--- src/rtl/pulse_duration_to_symbol_packer_assert.svh ---
// Assertion macros shared by the packer RTL.
`ifndef PULSE_DURATION_TO_SYMBOL_PACKER_ASSERT_SVH
`define PULSE_DURATION_TO_SYMBOL_PACKER_ASSERT_SVH

// Same-cycle implication, disabled while reset is high.
`define PDSP_ASSERT_SAME(lbl, ck, rs, ante, cons) \
  lbl: assert property (@(posedge ck) disable iff (rs) (ante) |-> (cons)) \
    else $error("packer assertion failed");

// Next-cycle implication, disabled while reset is high.
`define PDSP_ASSERT_NEXT(lbl, ck, rs, ante, cons) \
  lbl: assert property (@(posedge ck) disable iff (rs) (ante) |=> (cons)) \
    else $error("packer assertion failed");

`endif

--- src/rtl/pdsp_pkg.sv ---
`timescale 1ns / 1ps
package pdsp_pkg;

  localparam int DUR_W = 21;
  localparam int MAG_W = 20;
  localparam int LEN_W = 15;
  localparam int MAX_WORDS = 17;
  localparam int CNT_W = $clog2(MAX_WORDS + 1);
  localparam logic [MAG_W-1:0] MAG_MAX = {MAG_W{1'b1}};

  typedef struct packed {
    logic             level_a;
    logic [LEN_W-1:0] length_a;
    logic             level_b;
    logic [LEN_W-1:0] length_b;
    logic             word_last;
  } word_t;

endpackage

--- src/rtl/pulse_duration_to_symbol_packer.sv ---
`timescale 1ns / 1ps
// Channel  Handshake            Payload
// in       in_valid/in_ready    duration[20:0] signed, frame_end
// out      out_valid/out_ready  level_a, length_a[14:0], level_b, length_b[14:0], word_last
//
// An item is accepted while in_ready is high, then is cut into chunks of at
// most MAX_CHUNK ticks, one run step per chunk, plus a flush step when a
// frame end finds a held half. One shared chunk compare and subtract unit
// serves every run step; in_ready is low until the item is finished.
// Steps that emit a word wait while the output register holds an untaken word.
// Reset clears the pairing state, the sequencer and the output valid flag.
module pulse_duration_to_symbol_packer
  import pdsp_pkg::*;
#(
  parameter int MAX_CHUNK = 32767
) (
  input  logic                    clk,
  input  logic                    rst,
  input  logic                    in_valid,
  output logic                    in_ready,
  input  logic signed [DUR_W-1:0] duration,
  input  logic                    frame_end,
  output logic                    out_valid,
  input  logic                    out_ready,
  output logic                    level_a,
  output logic [LEN_W-1:0]        length_a,
  output logic                    level_b,
  output logic [LEN_W-1:0]        length_b,
  output logic                    word_last
);

  localparam logic [1:0] ST_IDLE  = 2'd0;
  localparam logic [1:0] ST_RUN   = 2'd1;
  localparam logic [1:0] ST_FLUSH = 2'd2;

  logic [1:0]       state;
  logic [MAG_W-1:0] mag;
  logic             level;
  logic             frame_end_r;
  logic [CNT_W-1:0] count;
  logic             half_pending;
  logic             pending_level;
  logic [LEN_W-1:0] pending_length;

  // Magnitude and level of the incoming duration, formed at acceptance.
  logic [DUR_W-1:0] neg_mag;
  logic [MAG_W-1:0] in_mag;
  logic             in_level;

  always_comb begin
    neg_mag  = DUR_W'(-duration);
    in_level = !duration[DUR_W-1] && (duration != '0);
    if (duration[DUR_W-1]) begin
      // The most negative value has a magnitude one past the range; clamp it.
      in_mag = neg_mag[DUR_W-1] ? MAG_MAX : neg_mag[MAG_W-1:0];
    end else if (duration == '0) begin
      // A zero duration counts as a low pulse of one tick.
      in_mag = MAG_W'(1);
    end else begin
      in_mag = duration[MAG_W-1:0];
    end
  end

  // Shared chunk unit works on the remaining magnitude every run cycle.
  logic [LEN_W-1:0] chunk;
  logic [MAG_W-1:0] rem;
  logic             rem_zero;

  pdsp_chunk #(
    .MAX_CHUNK(MAX_CHUNK)
  ) u_chunk (
    .mag     (mag),
    .chunk   (chunk),
    .rem     (rem),
    .rem_zero(rem_zero)
  );

  // Output register.
  logic  out_free;
  logic  load;
  word_t word_in;
  word_t word_out;

  pdsp_out_reg u_out (
    .clk      (clk),
    .rst      (rst),
    .load     (load),
    .word_in  (word_in),
    .free     (out_free),
    .out_ready(out_ready),
    .out_valid(out_valid),
    .word_out (word_out)
  );

  assign level_a   = word_out.level_a;
  assign length_a  = word_out.length_a;
  assign level_b   = word_out.level_b;
  assign length_b  = word_out.length_b;
  assign word_last = word_out.word_last;

  assign in_ready = (state == ST_IDLE);

  // Words past the per-item limit are dropped, but pairing still advances.
  logic room;
  logic step;

  assign room = (count < CNT_W'(MAX_WORDS));

  always_comb begin
    step    = 1'b0;
    load    = 1'b0;
    word_in = '0;
    unique case (state)
      ST_RUN: begin
        // A store step never waits; an emit step needs the output slot.
        step = !half_pending || out_free || !room;
        load = step && half_pending && room;
        word_in.level_a   = pending_level;
        word_in.length_a  = pending_length;
        word_in.level_b   = level;
        word_in.length_b  = chunk;
        // With a frame end, this word is last if it closes the item or fills
        // the per-item limit.
        word_in.word_last = frame_end_r &&
                            (rem_zero || (count == CNT_W'(MAX_WORDS - 1)));
      end
      ST_FLUSH: begin
        step = out_free || !room;
        load = step && room;
        word_in.level_a   = pending_level;
        word_in.length_a  = pending_length;
        word_in.level_b   = pending_level;
        word_in.length_b  = '0;
        word_in.word_last = 1'b1;
      end
      default: begin
        step = 1'b0;
      end
    endcase
  end

  always_ff @(posedge clk) begin
    if (rst) begin
      state          <= ST_IDLE;
      half_pending   <= 1'b0;
      pending_level  <= 1'b0;
      pending_length <= '0;
      count          <= '0;
    end else begin
      unique case (state)
        ST_IDLE: begin
          if (in_valid) begin
            state <= ST_RUN;
            count <= '0;
          end
        end
        ST_RUN: begin
          if (step) begin
            if (half_pending) begin
              half_pending <= 1'b0;
              if (room) begin
                count <= count + CNT_W'(1);
              end
            end else begin
              half_pending   <= 1'b1;
              pending_level  <= level;
              pending_length <= chunk;
            end
            if (rem_zero) begin
              // A half stored on the final chunk must be flushed at frame end.
              state <= (frame_end_r && !half_pending) ? ST_FLUSH : ST_IDLE;
            end
          end
        end
        ST_FLUSH: begin
          if (step) begin
            half_pending <= 1'b0;
            state        <= ST_IDLE;
            if (room) begin
              count <= count + CNT_W'(1);
            end
          end
        end
        default: begin
          state <= ST_IDLE;
        end
      endcase
    end
  end

  always_ff @(posedge clk) begin
    if (state == ST_IDLE && in_valid) begin
      mag         <= in_mag;
      level       <= in_level;
      frame_end_r <= frame_end;
    end else if (state == ST_RUN && step) begin
      mag <= rem;
    end
  end

`include "pulse_duration_to_symbol_packer_assert.svh"

  // A zero second half only comes from a flush, which always closes the frame.
  `PDSP_ASSERT_SAME(a_flush_marked, clk, rst, out_valid && (length_b == '0), word_last)
  // An accepted item closes the input side in the next cycle.
  `PDSP_ASSERT_NEXT(a_busy_after_accept, clk, rst, in_valid && in_ready, !in_ready)
  // The flush step only runs with a half held.
  `PDSP_ASSERT_SAME(a_flush_has_half, clk, rst, state == ST_FLUSH, half_pending)

endmodule

--- src/rtl/pdsp_chunk.sv ---
`timescale 1ns / 1ps
module pdsp_chunk
  import pdsp_pkg::*;
#(
  parameter int MAX_CHUNK = 32767
) (
  input  logic [MAG_W-1:0] mag,
  output logic [LEN_W-1:0] chunk,
  output logic [MAG_W-1:0] rem,
  output logic             rem_zero
);

  localparam logic [MAG_W-1:0] CHUNK_CAP = MAG_W'(MAX_CHUNK);

  // One compare picks the chunk, one subtract leaves the remainder.
  always_comb begin
    if (mag > CHUNK_CAP) begin
      chunk = LEN_W'(MAX_CHUNK);
    end else begin
      chunk = mag[LEN_W-1:0];
    end
    rem      = mag - MAG_W'(chunk);
    rem_zero = (rem == '0);
  end

endmodule

--- src/rtl/pdsp_out_reg.sv ---
`timescale 1ns / 1ps
module pdsp_out_reg
  import pdsp_pkg::*;
(
  input  logic  clk,
  input  logic  rst,
  input  logic  load,
  input  word_t word_in,
  output logic  free,
  input  logic  out_ready,
  output logic  out_valid,
  output word_t word_out
);

  // The slot can take a new word when empty or when its word leaves now.
  assign free = !out_valid || out_ready;

  always_ff @(posedge clk) begin
    if (rst) begin
      out_valid <= 1'b0;
    end else if (load) begin
      out_valid <= 1'b1;
    end else if (out_ready) begin
      out_valid <= 1'b0;
    end
  end

  always_ff @(posedge clk) begin
    if (load) begin
      word_out <= word_in;
    end
  end

endmodule

--- config.mk ---
export PLATFORM = sky130hd
export DESIGN_NAME = pulse_duration_to_symbol_packer
export DESIGN_NICKNAME = d
export VERILOG_FILES = /design/src/rtl/pdsp_pkg.sv /design/src/rtl/pulse_duration_to_symbol_packer.sv /design/src/rtl/pdsp_chunk.sv /design/src/rtl/pdsp_out_reg.sv
export VERILOG_INCLUDE_DIRS = /design/src /design/src/rtl
export SDC_FILE = /design/constraint.sdc
export NUM_CORES = 1
export LEC_CHECK = 0
export BUFFER_PORTS_ARGS = -buffer_cell sky130_fd_sc_hd__buf_2
export CAP_MARGIN = 10
export CORE_UTILIZATION = 52
export CTS_CLUSTER_SIZE = 25
export DETAILED_ROUTE_END_ITERATION = 10
export GPL_ROUTABILITY_DRIVEN = 0
export MAX_ROUTING_LAYER = met4
export PLACE_DENSITY = 0.8
export SETUP_SLACK_MARGIN = 0.02
export SYNTH_ARGS = -nofsm -noshare
export SYNTH_HDL_FRONTEND = slang
export SYNTH_SLANG_ARGS = --single-unit
--- constraint.sdc ---
create_clock -name clk -period 4.16 [get_ports clk]
set_clock_uncertainty 0.2 [all_clocks]
set_input_delay 0 -clock clk [delete_from_list [all_inputs] [get_ports clk]]
set_output_delay 0 -clock clk [all_outputs]
set_load 0.05 [all_outputs]
* Yosys cells after proc, flatten, opt, wreduce, memory -nomap -nowiden
Index checks and enable logic that the tools add are counted.
** Word-level totals
- Bits in registers :: 80
- Bits of input ports :: 26
- Output and inout bits :: 35
- Logic and storage cells :: 84
** Operators by class
- Add/subtract/negate cells :: 3
- Order comparisons :: 2
- Eq/ne operators :: 8
- Mux-type cells :: 27
- Bitwise operators :: 1
- Reductions and logical operators :: 29
** Operators by type and width (number)
- 20-bit 2-to-1 mux :: 5
- 33-bit case mux with 2 select lines :: 1
- 5-bit 2-to-1 mux :: 5
- 21-bit logical NOT :: 1
- 21-bit negator :: 1
- 21-bit nonzero test :: 1
- 20-bit by 15-bit > comparator with 1-bit output (second input constant) :: 1
- 20-bit logical NOT :: 1
- 20-bit by 15-bit subtractor with 20-bit output :: 1
- 15-bit 2-to-1 mux :: 1
- 5-bit case mux with 3 select lines :: 1
- 2-bit 2-to-1 mux :: 5
- 2-bit != test (second input constant) :: 5
- 1-bit logical AND :: 8
- 1-bit case mux with 2 select lines :: 3
- 2-bit case mux with 3 select lines :: 1
- 3-bit AND reduction :: 2
- 2-bit nonzero test :: 3
- 5-bit by 1-bit adder with 5-bit output (second input constant) :: 1
- 5-bit == test (second input constant) :: 1
- 1-bit logical OR :: 5
- 5-bit less-than comparator (second input constant) :: 1
- 1-bit 2-to-1 mux :: 5
- 5-bit AND reduction :: 1
- 7 further kinds :: 10

* Depth between registers and ports, before layout
- Word-level depth :: 8
- Mapped depth :: 15
- Gate-level depth less buffers :: 11

* Cells and area by module
A second synthesis with hierarchy kept.
** Second synthesis, totals
- Cell total of the unflattened synthesis :: 526
- Area, all modules :: 4735.8 um^2
** By module, submodules not included
- pulse_duration_to_symbol_packer :: times used 1, cells an instance 350, area each 2837.7 um^2, seq. area each 1141.1 um^2
- pdsp_out_reg :: times used 1, cells an instance 37, area each 1037.2 um^2, seq. area each 1011.0 um^2
- pdsp_chunk :: times used 1, cells an instance 139, area each 860.8 um^2, seq. area each 0.0 um^2

* Least setup slack after synthesis
OpenSTA, ideal clock, no wires.
- Path kind :: register to register
- Start :: reg state[0]
- End :: reg, netlist name u_out.word_out[0]
- Library setup time :: 0.467 ns
- Arrival :: 3.187 ns
- Required time :: 3.493 ns
- Setup slack :: 0.306 ns
- Stages on the path, launching flop included :: 5
- Buffers on the path :: 0
- Period minus slack after synthesis :: 3.854 ns
- Cells stage by stage :: dfxtp_1 -> inv_1 -> ha_1 -> o21ai_0 -> nor3_1
** On the way
- Cells in the longest elaborated chain, start to end :: 2
- Elaborated cells on any way between the ends :: 3
- Classes of those cells :: eq/ne (2); mux (1)
** Ends and longest elaborated chain
- start: declaration :: line pulse_duration_to_symbol_packer.sv:36 : logic [1:0] state;
- start signal: assignment :: line pulse_duration_to_symbol_packer.sv:171 : state <= (frame_end_r && !half_pending) ? ST_FLUSH : ST_IDLE;
- 2-bit == test or 2-bit by 1-bit == test with 1-bit output (tied branches) :: line pulse_duration_to_symbol_packer.sv:113 : unique case (state)
- 1-bit case mux with 2 select lines * :: line pulse_duration_to_symbol_packer.sv:113
- via load :: line pulse_duration_to_symbol_packer.sv:80 : logic load;
The timed path passes the listed nets; every way through them passes the cells marked *.
A chain may end at the register's enable or synchronous reset.

==> impl_metrics.ini <==
[run_status]
status = complete, but fails checks
violations = DRC

[sta]
setup_violations = 0
setup_tns_ns = 0
slew_viol_final = 0
worstMarginPinSlew_ns = 1.14
finalHoldViolCount = 0
rsz0062_at_grt = no
fin_ws_ns = 0.333
post-route-period-util_pct = 92.0
finalCriticalPeriod_ns = 3.83
max_freq_ghz = 0.261
slew_headroom_pct = 23.8

[worst_setup_path]
timing.rr.start = mag[16]
crit_slowest_cell = nor4_1
path_max_fanout = 10
critical_path_required_ns = 4.19
crit_end = u_out.word_out[0]
r2r_end = u_out.word_out[0]
path_cells = nor4_1, nand2b_1, nand2_1, ha_1, nand3_4, or4_1, a31oi_1, a41oi_1, or4_4, o21ai_1, a32o_1
rr_worst_depth = 11
critPathMaxStageDelay_ns = 0.63
worst_setup_path_end_kind = flop
worstSetupPathType = reg -> reg
crit_start = mag[16]
ff2ff_setup_slack_ns = 0.33
arrival_ns = 3.86
start_kind = flop

[routing]
postRouteAntennaNets = 0
route.detailed.drc = 2
via_count = 3786
wirelength_um = 10100
via_per_inst = 5.92
drtIter0Drc = 362
dr.pass1.iters = 9
avgRoutedWirePerCell_um = 15.8

[clock_network]
clk_latency_ns = 0.37
clock_path_buffers = 2
clock_tree.root_cell = clkbuf_8
cts_made_buffers = 9
cts_tree = built
cts.clk_slew.worst_paths_ns = 0.08
cts.sinks = 80
h-tree-depth = 3

[global_route]
track_usage_pct = 25.2
grt_pass1_wl_um = 16600
overflow = 0
grt_max_degree = 34
grt_pass1_vias = 3572
antenna_found_initial = 0

[synthesis]
synthCells = 456
yosys_warnings = 0
syn_area_um2 = 4400
seq_area_frac_synth_pct = 48.9
synth.distinct_cells = 63
syn_avg_cell_area_um2 = 9.64
ys.flop_type = edfxtp_1
synth_top_area_share_pct = 37.6
synth_edf_count = 55
synth_fp_nets = 489
synthTopCellsByArea = edfxtp_1 (38%), dfxtp_1 (11%), nor2_1 (6.3%)
synth_async_sr_flop_share_pct = 0
synth-seq-cells = 80
yosysTopAreaCell = edfxtp_1

[power]
power_leakage_nw = 1.89
p_comb_share_pct = 36.9
p_clk_share_pct = 18.2
swShare_pct = 41.4
internal-power_mw = 1.70
ir_drop_uv = 218
p_per_area_nw_per_um2 = 562
p_seq_share_pct = 44.9
switching_power_mw = 1.20

[place]
numPortBuffers = 60
preCtsSetupSlack_ns = 0.393
hpwl_um = 7010

[floorplan]
num_rows = 33
fp.coreArea_um2 = 8220
die_area_um2 = 8830
die_x_um = 94.0
die_y_um = 94.0
start_util_pct = 53.5
ios = 61

[finish]
seq_area_um2 = 2150
final_cell_mix = nor2_1 (73), buf_2 (60), edfxtp_1 (55), nand2_1 (27)
multi_input_area_um2 = 2060
area_growth_pct = 17.5
layout_commonest_cell = nor2_1
fin_nets = 563
fillers = 656
insertedDiodeCount = 0
drive_gt1_share_pct = 17.4

[flow_run]
cap_violations = 0

[worst_hold_path]
holdPathStages = 5
hold_path_class = in -> reg
[through the flow]
step                      util, %  power [mW]  cell area (um^2)  cells  hold WS (ns)
after global placement       57.9        2.31              4760    601       -0.0204
after CTS                    62.9        2.89              5170    640      0.000587
after detailed placement     57.9        2.35              4760    601       -0.0186
after floorplan                 -        2.09              4400    456        -0.101
after global routing         62.9        3.07              5170    640        0.0297
final                        62.9        2.90              5170    640       0.00928
[kinds of logic after synthesis]
| group | Yosys count | share of synthesized area, % |
|---|---|---|
| flops | 80 | 48.9 |
| compound gates | 110 | 17.3 |
| fa+ha+maj | 7 | 1.99 |
| simple gates | 183 | 21.2 |
| buf+inv | 45 | 4.30 |
| xor+xnor | 26 | 5.18 |
| mux | 5 | 1.14 |
[timing repair]
action	CTS	global route
hold buffers	23	0
buffers inserted	0	0
resized for setup	0	0
endpoints found under the hold margin	39	0
[worst min-delay path by stage]
| stage | start | end | slack, ns |
|---|---|---|---|
| 4_1_cts | in_valid | state[0] | 0.0006 |
| 2_1_floorplan | frame_end | frame_end_r | -0.10 |
| 6_report | in_valid | state[0] | 0.009 |
| 3_3_place_gp | frame_end | frame_end_r | -0.02 |
| 3_5_place_dp | frame_end | frame_end_r | -0.02 |
| 5_1_grt | in_valid | state[1] | 0.03 |
[state kept, by name (all words and copies together), names as in the netlist]
| name | cells |
|---|---|
| u_out.word_out | 33 |
| mag | 20 |
| pending_length | 15 |
| count | 5 |
| state | 2 |
| frame_end_r | 1 |
| half_pending | 1 |
| level | 1 |
| pending_level | 1 |
| u_out.out_valid | 1 |
[metal layers]
metal	track usage, %	share of wire, %
met5	-	0
met1	30.6	42
met3	3.80	7.4
met2	41.0	48
met4	12.6	2.6
[final cells by class]
cell class | instances | area share [%]
Tap cell | 105 | 2.54
Timing Repair Buffer | 88 | 11.0
Clock inverter | 7 | 1.02
Multi-Input combinational cell | 331 | 40.0
Clock buffer | 9 | 2.40
Sequential cell | 80 | 41.6
Inverter | 20 | 1.45
[cells in the mapped netlist (3+ instances only)]
master and number:
or3_1 3, or4_1 5, o31ai_1 5, xor2_1 11
nand2b_1 10, xnor2_1 15, nand4_1 6, o21ai_0 25
o22ai_1 8, dfxtp_1 25, a21o_1 3, clkbuf_1 14
o41ai_1 6, nand2_1 27, a211oi_1 17, buf_2 7
nor2_1 74, mux2i_1 5, a31oi_1 4, a21oi_1 15
and2_1 17, edfxtp_1 55, o21ai_1 3, inv_1 20
nor4_1 8, nor3_1 8, ha_1 7, nand3_1 9
nand3b_1 4
[power groups by stage]
stage / combinational (mW) / clock (mW) / sequential, mW
finish: 1.07 / 0.529 / 1.30
global route: 1.18 / 0.562 / 1.33
CTS: 1.06 / 0.529 / 1.30
detailed placement: 1.04 / 0 / 1.31
global placement: 1.01 / 0 / 1.30
floorplan: 0.799 / 0 / 1.29
[critical path: cells and delay by family, from the launching register on]
kind,cells,cell delay (ns)
AOI/OAI and AO/OA,4,0.58
adders and majority gates,1,0.22
DFF,1,0.50
and+or+nand+nor,6,2.20
Power figures use the tool's default switching activity.
